**src/rtl/sspq_pkg.sv**
```systemverilog
package sspq_pkg;

    localparam int TAG_BITS = 16;

    typedef enum logic [1:0] {
        ACT_PUSH = 2'd0,
        ACT_POP  = 2'd1,
        ACT_PEEK = 2'd2
    } t_action;

    typedef enum logic [1:0] {
        ST_OK    = 2'd0,
        ST_FULL  = 2'd1,
        ST_EMPTY = 2'd2
    } t_status;

    // per-cycle command broadcast to every cell
    typedef struct packed {
        logic push;
        logic pop;
    } t_cell_cmd;

    // flags a cell shows its neighbors
    typedef struct packed {
        logic occ;  // cell holds an entry
        logic gt;   // held key is greater than the key being pushed
    } t_cell_flags;

endpackage

```
**src/rtl/sspq_cell.sv**
```systemverilog
module sspq_cell #(
    parameter int KEY_BITS = 16
) (
    input  logic                         i_clk,
    input  logic                         i_rst_n,
    input  sspq_pkg::t_cell_cmd          i_cmd,
    input  logic [KEY_BITS-1:0]          i_new_key,
    input  logic [sspq_pkg::TAG_BITS-1:0] i_new_tag,
    input  sspq_pkg::t_cell_flags        i_prev_flags,
    input  logic [KEY_BITS-1:0]          i_prev_key,
    input  logic [sspq_pkg::TAG_BITS-1:0] i_prev_tag,
    input  logic                         i_next_occ,
    input  logic [KEY_BITS-1:0]          i_next_key,
    input  logic [sspq_pkg::TAG_BITS-1:0] i_next_tag,
    output sspq_pkg::t_cell_flags        o_flags,
    output logic [KEY_BITS-1:0]          o_key,
    output logic [sspq_pkg::TAG_BITS-1:0] o_tag
);
    import sspq_pkg::*;

    logic                r_occ, n_occ;
    logic [KEY_BITS-1:0] r_key, n_key;
    logic [TAG_BITS-1:0] r_tag, n_tag;
    logic                gt;

    assign gt = r_occ && (r_key > i_new_key);

    always_comb begin
        n_occ = r_occ;
        n_key = r_key;
        n_tag = r_tag;
        if (i_cmd.pop) begin
            n_occ = i_next_occ;
            n_key = i_next_key;
            n_tag = i_next_tag;
        end else if (i_cmd.push) begin
            if (i_prev_flags.gt) begin
                // larger entries move one place back
                n_occ = 1'b1;
                n_key = i_prev_key;
                n_tag = i_prev_tag;
            end else if (i_prev_flags.occ && (!r_occ || gt)) begin
                // first slot behind all keys less or equal
                n_occ = 1'b1;
                n_key = i_new_key;
                n_tag = i_new_tag;
            end
        end
    end

    always_ff @(posedge i_clk) begin
        if (!i_rst_n) begin
            r_occ <= 1'b0;
        end else begin
            r_occ <= n_occ;
        end
        r_key <= n_key;
        r_tag <= n_tag;
    end

    assign o_flags.occ = r_occ;
    assign o_flags.gt  = gt;
    assign o_key       = r_key;
    assign o_tag       = r_tag;

endmodule

```
**src/rtl/stable_sorted_priority_queue.sv**
```systemverilog
// each result is registered and appears in the cycle after its input transfer
// one item per cycle unless stalled; every cell decides its shift in parallel each cycle
// result holds in a single output register, input stalls only while it is full and stalled
// reset (synchronous, active low) empties all cells and the output register
// key and tag storage is not cleared, only the occupied flags are
module stable_sorted_priority_queue #(
    parameter int QUEUE_DEPTH = 32,
    parameter int KEY_BITS    = 16,
    localparam int CW         = $clog2(QUEUE_DEPTH + 1)
) (
    input  logic                          i_clk,
    input  logic                          i_rst_n,
    // input channel
    input  logic                          i_in_valid,
    output logic                          o_in_stall,
    input  logic [1:0]                    i_action,
    input  logic [sspq_pkg::TAG_BITS-1:0] i_entry_tag,
    input  logic [KEY_BITS-1:0]           i_base_key,
    input  logic [KEY_BITS-1:0]           i_key_increment,
    // result channel
    output logic                          o_out_valid,
    input  logic                          i_out_stall,
    output logic [sspq_pkg::TAG_BITS-1:0] o_out_tag,
    output logic [KEY_BITS-1:0]           o_out_key,
    output logic [1:0]                    o_status,
    output logic [CW-1:0]                 o_occupancy
);
    import sspq_pkg::*;

    // cell chain wiring, index QUEUE_DEPTH-1 is the far end
    t_cell_flags         flags [QUEUE_DEPTH];
    logic [KEY_BITS-1:0] keys  [QUEUE_DEPTH];
    logic [TAG_BITS-1:0] tags  [QUEUE_DEPTH];

    t_cell_cmd           cmd;
    logic                accept;
    logic                is_push, is_pop, is_peek;
    logic                full, empty;
    logic [KEY_BITS:0]   key_sum;
    logic [KEY_BITS-1:0] new_key;

    logic [CW-1:0]       r_count, n_count;
    logic                r_out_valid;
    logic [TAG_BITS-1:0] r_out_tag, n_out_tag;
    logic [KEY_BITS-1:0] r_out_key, n_out_key;
    t_status             r_status, n_status;

    // output register frees up when its result transfers
    assign o_in_stall = r_out_valid && i_out_stall;
    assign accept     = i_in_valid && !o_in_stall;

    assign is_push = (i_action == ACT_PUSH);
    assign is_pop  = (i_action == ACT_POP);
    assign is_peek = (i_action == ACT_PEEK);
    assign full    = (r_count == CW'(QUEUE_DEPTH));
    assign empty   = (r_count == '0);

    // saturating key sum
    assign key_sum = {1'b0, i_base_key} + {1'b0, i_key_increment};
    assign new_key = key_sum[KEY_BITS] ? {KEY_BITS{1'b1}} : key_sum[KEY_BITS-1:0];

    assign cmd.push = accept && is_push && !full;
    assign cmd.pop  = accept && is_pop && !empty;

    genvar gi;
    generate
        for (gi = 0; gi < QUEUE_DEPTH; gi++) begin : g_cell
            t_cell_flags         prev_flags;
            logic [KEY_BITS-1:0] prev_key;
            logic [TAG_BITS-1:0] prev_tag;
            logic                next_occ;
            logic [KEY_BITS-1:0] next_key;
            logic [TAG_BITS-1:0] next_tag;

            if (gi == 0) begin : g_head
                // head cell: nothing in front, always a valid insert point
                assign prev_flags.occ = 1'b1;
                assign prev_flags.gt  = 1'b0;
                assign prev_key       = '0;
                assign prev_tag       = '0;
            end else begin : g_body
                assign prev_flags = flags[gi-1];
                assign prev_key   = keys[gi-1];
                assign prev_tag   = tags[gi-1];
            end

            if (gi == QUEUE_DEPTH - 1) begin : g_tail
                // tail cell empties on pop
                assign next_occ = 1'b0;
                assign next_key = '0;
                assign next_tag = '0;
            end else begin : g_mid
                assign next_occ = flags[gi+1].occ;
                assign next_key = keys[gi+1];
                assign next_tag = tags[gi+1];
            end

            sspq_cell #(
                .KEY_BITS(KEY_BITS)
            ) u_cell (
                .i_clk        (i_clk),
                .i_rst_n      (i_rst_n),
                .i_cmd        (cmd),
                .i_new_key    (new_key),
                .i_new_tag    (i_entry_tag),
                .i_prev_flags (prev_flags),
                .i_prev_key   (prev_key),
                .i_prev_tag   (prev_tag),
                .i_next_occ   (next_occ),
                .i_next_key   (next_key),
                .i_next_tag   (next_tag),
                .o_flags      (flags[gi]),
                .o_key        (keys[gi]),
                .o_tag        (tags[gi])
            );
        end
    endgenerate

    // result of the transfer, front entry is always cell 0
    always_comb begin
        n_count   = r_count;
        n_out_tag = '0;
        n_out_key = '0;
        n_status  = ST_OK;
        if (is_push) begin
            if (full) begin
                n_status = ST_FULL;
            end else begin
                n_count = r_count + CW'(1);
            end
        end else if (is_pop || is_peek) begin
            if (empty) begin
                n_status = ST_EMPTY;
            end else begin
                n_out_tag = tags[0];
                n_out_key = keys[0];
                if (is_pop) begin
                    n_count = r_count - CW'(1);
                end
            end
        end
    end

    always_ff @(posedge i_clk) begin
        if (!i_rst_n) begin
            r_count     <= '0;
            r_out_valid <= 1'b0;
        end else begin
            if (accept) begin
                r_count     <= n_count;
                r_out_valid <= 1'b1;
            end else if (!i_out_stall) begin
                r_out_valid <= 1'b0;
            end
        end
        if (accept) begin
            r_out_tag <= n_out_tag;
            r_out_key <= n_out_key;
            r_status  <= n_status;
        end
    end

    assign o_out_valid = r_out_valid;
    assign o_out_tag   = r_out_tag;
    assign o_out_key   = r_out_key;
    assign o_status    = r_status;
    assign o_occupancy = r_count;

endmodule

```
**config.mk**
```make
export PLATFORM = sky130hd
export DESIGN_NAME = stable_sorted_priority_queue
export DESIGN_NICKNAME = d
export VERILOG_FILES = /design/src/rtl/sspq_pkg.sv /design/src/rtl/sspq_cell.sv /design/src/rtl/stable_sorted_priority_queue.sv
export SDC_FILE = /design/constraint.sdc
export NUM_CORES = 2
export LEC_CHECK = 0
export ABC_AREA = 1
export BUFFER_PORTS_ARGS = -buffer_cell sky130_fd_sc_hd__buf_2
export CORE_ASPECT_RATIO = 0.75
export CORE_MARGIN = 2
export CORE_UTILIZATION = 40
export DETAILED_ROUTE_END_ITERATION = 8
export PLACE_DENSITY = 0.61
export SLEW_MARGIN = 20
export SYNTH_ARGS = -nofsm -noshare
export SYNTH_HDL_FRONTEND = slang
export SYNTH_SLANG_ARGS = --single-unit
```
**constraint.sdc**
```tcl
create_clock -name i_clk -period 9.09 [get_ports i_clk]
set_input_delay 0.4545 -clock i_clk [delete_from_list [all_inputs] [get_ports i_clk]]
set_output_delay 0.4545 -clock i_clk [all_outputs]
set_load 0.05 [all_outputs]
```
==> reports/metrics.cfg <==
[clock_tree]
path_clk_slew_ps=60
numCtsBuffers=116
ctsResizeCount=0
insertion_delay_ps=770
htreeDepth=3
clock-sinks=1097
cts_root_buf=clkbuf_16
clock_path_buffers=3
cts_tree=yes

[global_routing]
globalRouteMet3Util_pct=4.62
grt_pass1_vias=50900
grt_pass1_wl_um=314000
grt_util_met1_pct=38.4
grt_usage_pct=23.1
grt_overflow=0
antenna_found_initial=1
grt_max_degree=272
grt_busiest_layer=met1
met2_usage_pct=30.0

[detailed_routing]
wl_per_cell_um=20.3
first_iter_violations=8048
totalWireLength_um=206000
drt-pass1-iter-count=6
vias=56900
drc=0
avgViaCountPerCell=5.60
ant_nets=0

[floorplanning]
core-area_um2=167000
dieArea_um2=172000
dieHeight_um=360
pin_count=96
die_w_um=478
initial_utilization_pct=40.3
num_rows=130

[sta]
slew-limit-headroom_pct=17.7
worst_pin_slew_ps=1230
drv_slew=0
hold_viol_final=0
period_minus_slack_ps=5780
finalSetupViolCount=0
period_share_pct=63.6
fin_worst_skew_ps=25.3
whs_ps=226
fmax_mhz=173
rsz0062_at_grt=no
worst_slack_ps=3310
finalSetupTns_ps=0

[final_layout]
fill_cells=16200
final_util_pct=43.6
layout.nets=8344
syn2layout_area_growth_pct=8.26
mostFrequentLayoutCell=nand2_1
final_cell_mix=nand2_1, edfxtp_1, o21ai_1, o21ai_0, ha_1
drive_gt1_share_pct=6.15
design_area_um2=73000
n_antenna_cell=0

[synth]
synth_cells=8056
ys_seq_elements=1097
synth_ff_type=edfxtp_1
synthDistinctLibCells=48
synth_nets=8582
async_reset_ff_share_pct=0
ys_seq_area_share_pct=47.8
yosys_warnings=0
synth_edf_count=1026
synth_area_um2=67400
synth_area_per_cell_um2=8.37

[setup_path]
crit_path_start_kind=input port
r2r_end=g_cell[25].u_cell.o_key[6]$_DFFE_PP_
max_stage_delay_ps=1040
cp_max_fo=65
worstReg2RegStart=g_cell[24].u_cell.o_key[10]$_DFFE_PP_
regToRegSetupSlack_ps=5550
arrival_ps=6180
critical_path_required_ps=9490
path_class=input port to flip-flop
worstRegToRegCells=12
cp_slowest_cell=nor2_4
critPathMostFrequentCell=nand2_1
end_kind=flip-flop

[power]
leakage_nw=28.4
ir_drop_uv=159
power.density_nw_per_um2=183

[worst_hold_path]
min_path_type=input port to flip-flop
min_path_cells=5
hold_start=i_action[0]
min_to=o_status[1]$_SDFFCE_PP0P_

[placed_design]
place_ws_ps=2260
post_dp_cell_area_um2=69300
numPortBuffers=95
gp_congestion=0.885
dp_hpwl_um=142000

[flow_run]
cap_violations=0

[run_status]
outcome=finished clean

## where the power goes
part | switching (mW) | internal [mW]
registers | 0.0745 | 5.79
logic | 1.84 | 0.954
clock network | 2.13 | 2.58
## metal layers
metal | vias to the layer above | share of wire (%)
met4 | 0 | 1.8
met1 | 26300 | 49
met3 | 221 | 12
met2 | 2853 | 38
met5 | - | 0
li1 | 27600 | -
## cells in the mapped netlist (56+ instances only)
cell type	number	area [um2]
o21ai_0	966	4830
nor2_1	224	841
buf_2	110	551
nand4_1	134	838
o21ai_1	1015	5080
buf_1	69	259
a21oi_1	279	1400
clkbuf_1	301	1130
ha_1	470	5880
inv_1	423	1590
dfxtp_1	71	1420
edfxtp_1	1026	30800
a211oi_1	56	420
nand2_1	2502	9390
nand3_1	79	395
## worst max path at each step
stage                     cells past startpoint  slack, ps                                    to     startpoint
final                                        30       3310  g_cell[18].u_cell.o_tag[5]$_DFFE_PP_  i_base_key[0]
after global routing                         31       2900  g_cell[12].u_cell.o_tag[8]$_DFFE_PP_  i_base_key[2]
after CTS                                    30       3070  g_cell[18].u_cell.o_tag[5]$_DFFE_PP_  i_base_key[0]
after detailed placement                     30       2260  g_cell[18].u_cell.o_tag[9]$_DFFE_PP_  i_base_key[0]
after global placement                       30       2160  g_cell[18].u_cell.o_tag[5]$_DFFE_PP_  i_base_key[0]
after floorplan                              24       3020   g_cell[0].u_cell.o_key[0]$_DFFE_PP_  i_base_key[0]
## through the flow
| step | cells | total power, mW |
|---|---|---|
| 6_report | 10200 | 13.4 |
| 5_1_grt | 10200 | 14.0 |
| 4_1_cts | 10200 | 13.4 |
| 3_5_place_dp | 9942 | 8.70 |
| 3_3_place_gp | 9942 | 8.60 |
| 2_1_floorplan | 8056 | 7.87 |
## logic make-up after synthesis
logic type | after synthesis | share of synthesized area, %
xor gates and xnor gates | 9 | 0.117
DFF | 1097 | 47.8
adders and majority gates | 472 | 8.78
AOI/OAI and AO/OA | 2452 | 19.0
and+or+nand+nor | 3007 | 17.6
buffers and inverters | 1019 | 6.65
## flip-flops by register name (all words and copies together) (netlist names)
| register | flops |
|---|---|
| o_out_tag | 16 |
| g_cell.u_cell.o_tag | 512 |
| g_cell.u_cell.r_occ | 32 |
| o_occupancy | 6 |
| o_out_key | 16 |
| o_status | 2 |
| g_cell.u_cell.o_key | 512 |
| o_out_valid | 1 |
## worst max-delay path: cells and delay by family
family	cells	cell delay, ps
adder cells (fa/ha/maj)	3	860
AND/OR/NAND/NOR	19	3280
buffers and inverters	8	1430
## repair_timing
action,4_1_cts,5_1_grt
endpoints found under the hold margin,1,0
endpoints found under the setup margin,0,0
buffers inserted,0,0
hold buffers,2,0
## final cells by class
cell class	instances	area (um2)	area share (%)
clock inverter	59	543	0.744
sequential	1097	32200	44.2
multi-input combinational	5940	31000	42.5
tap	2244	2810	3.85
clock buffer	155	3080	4.22
timing repair buffer	228	1660	2.27
inverter	435	1640	2.25
Note: power is estimated with default switching activity, not from simulation.
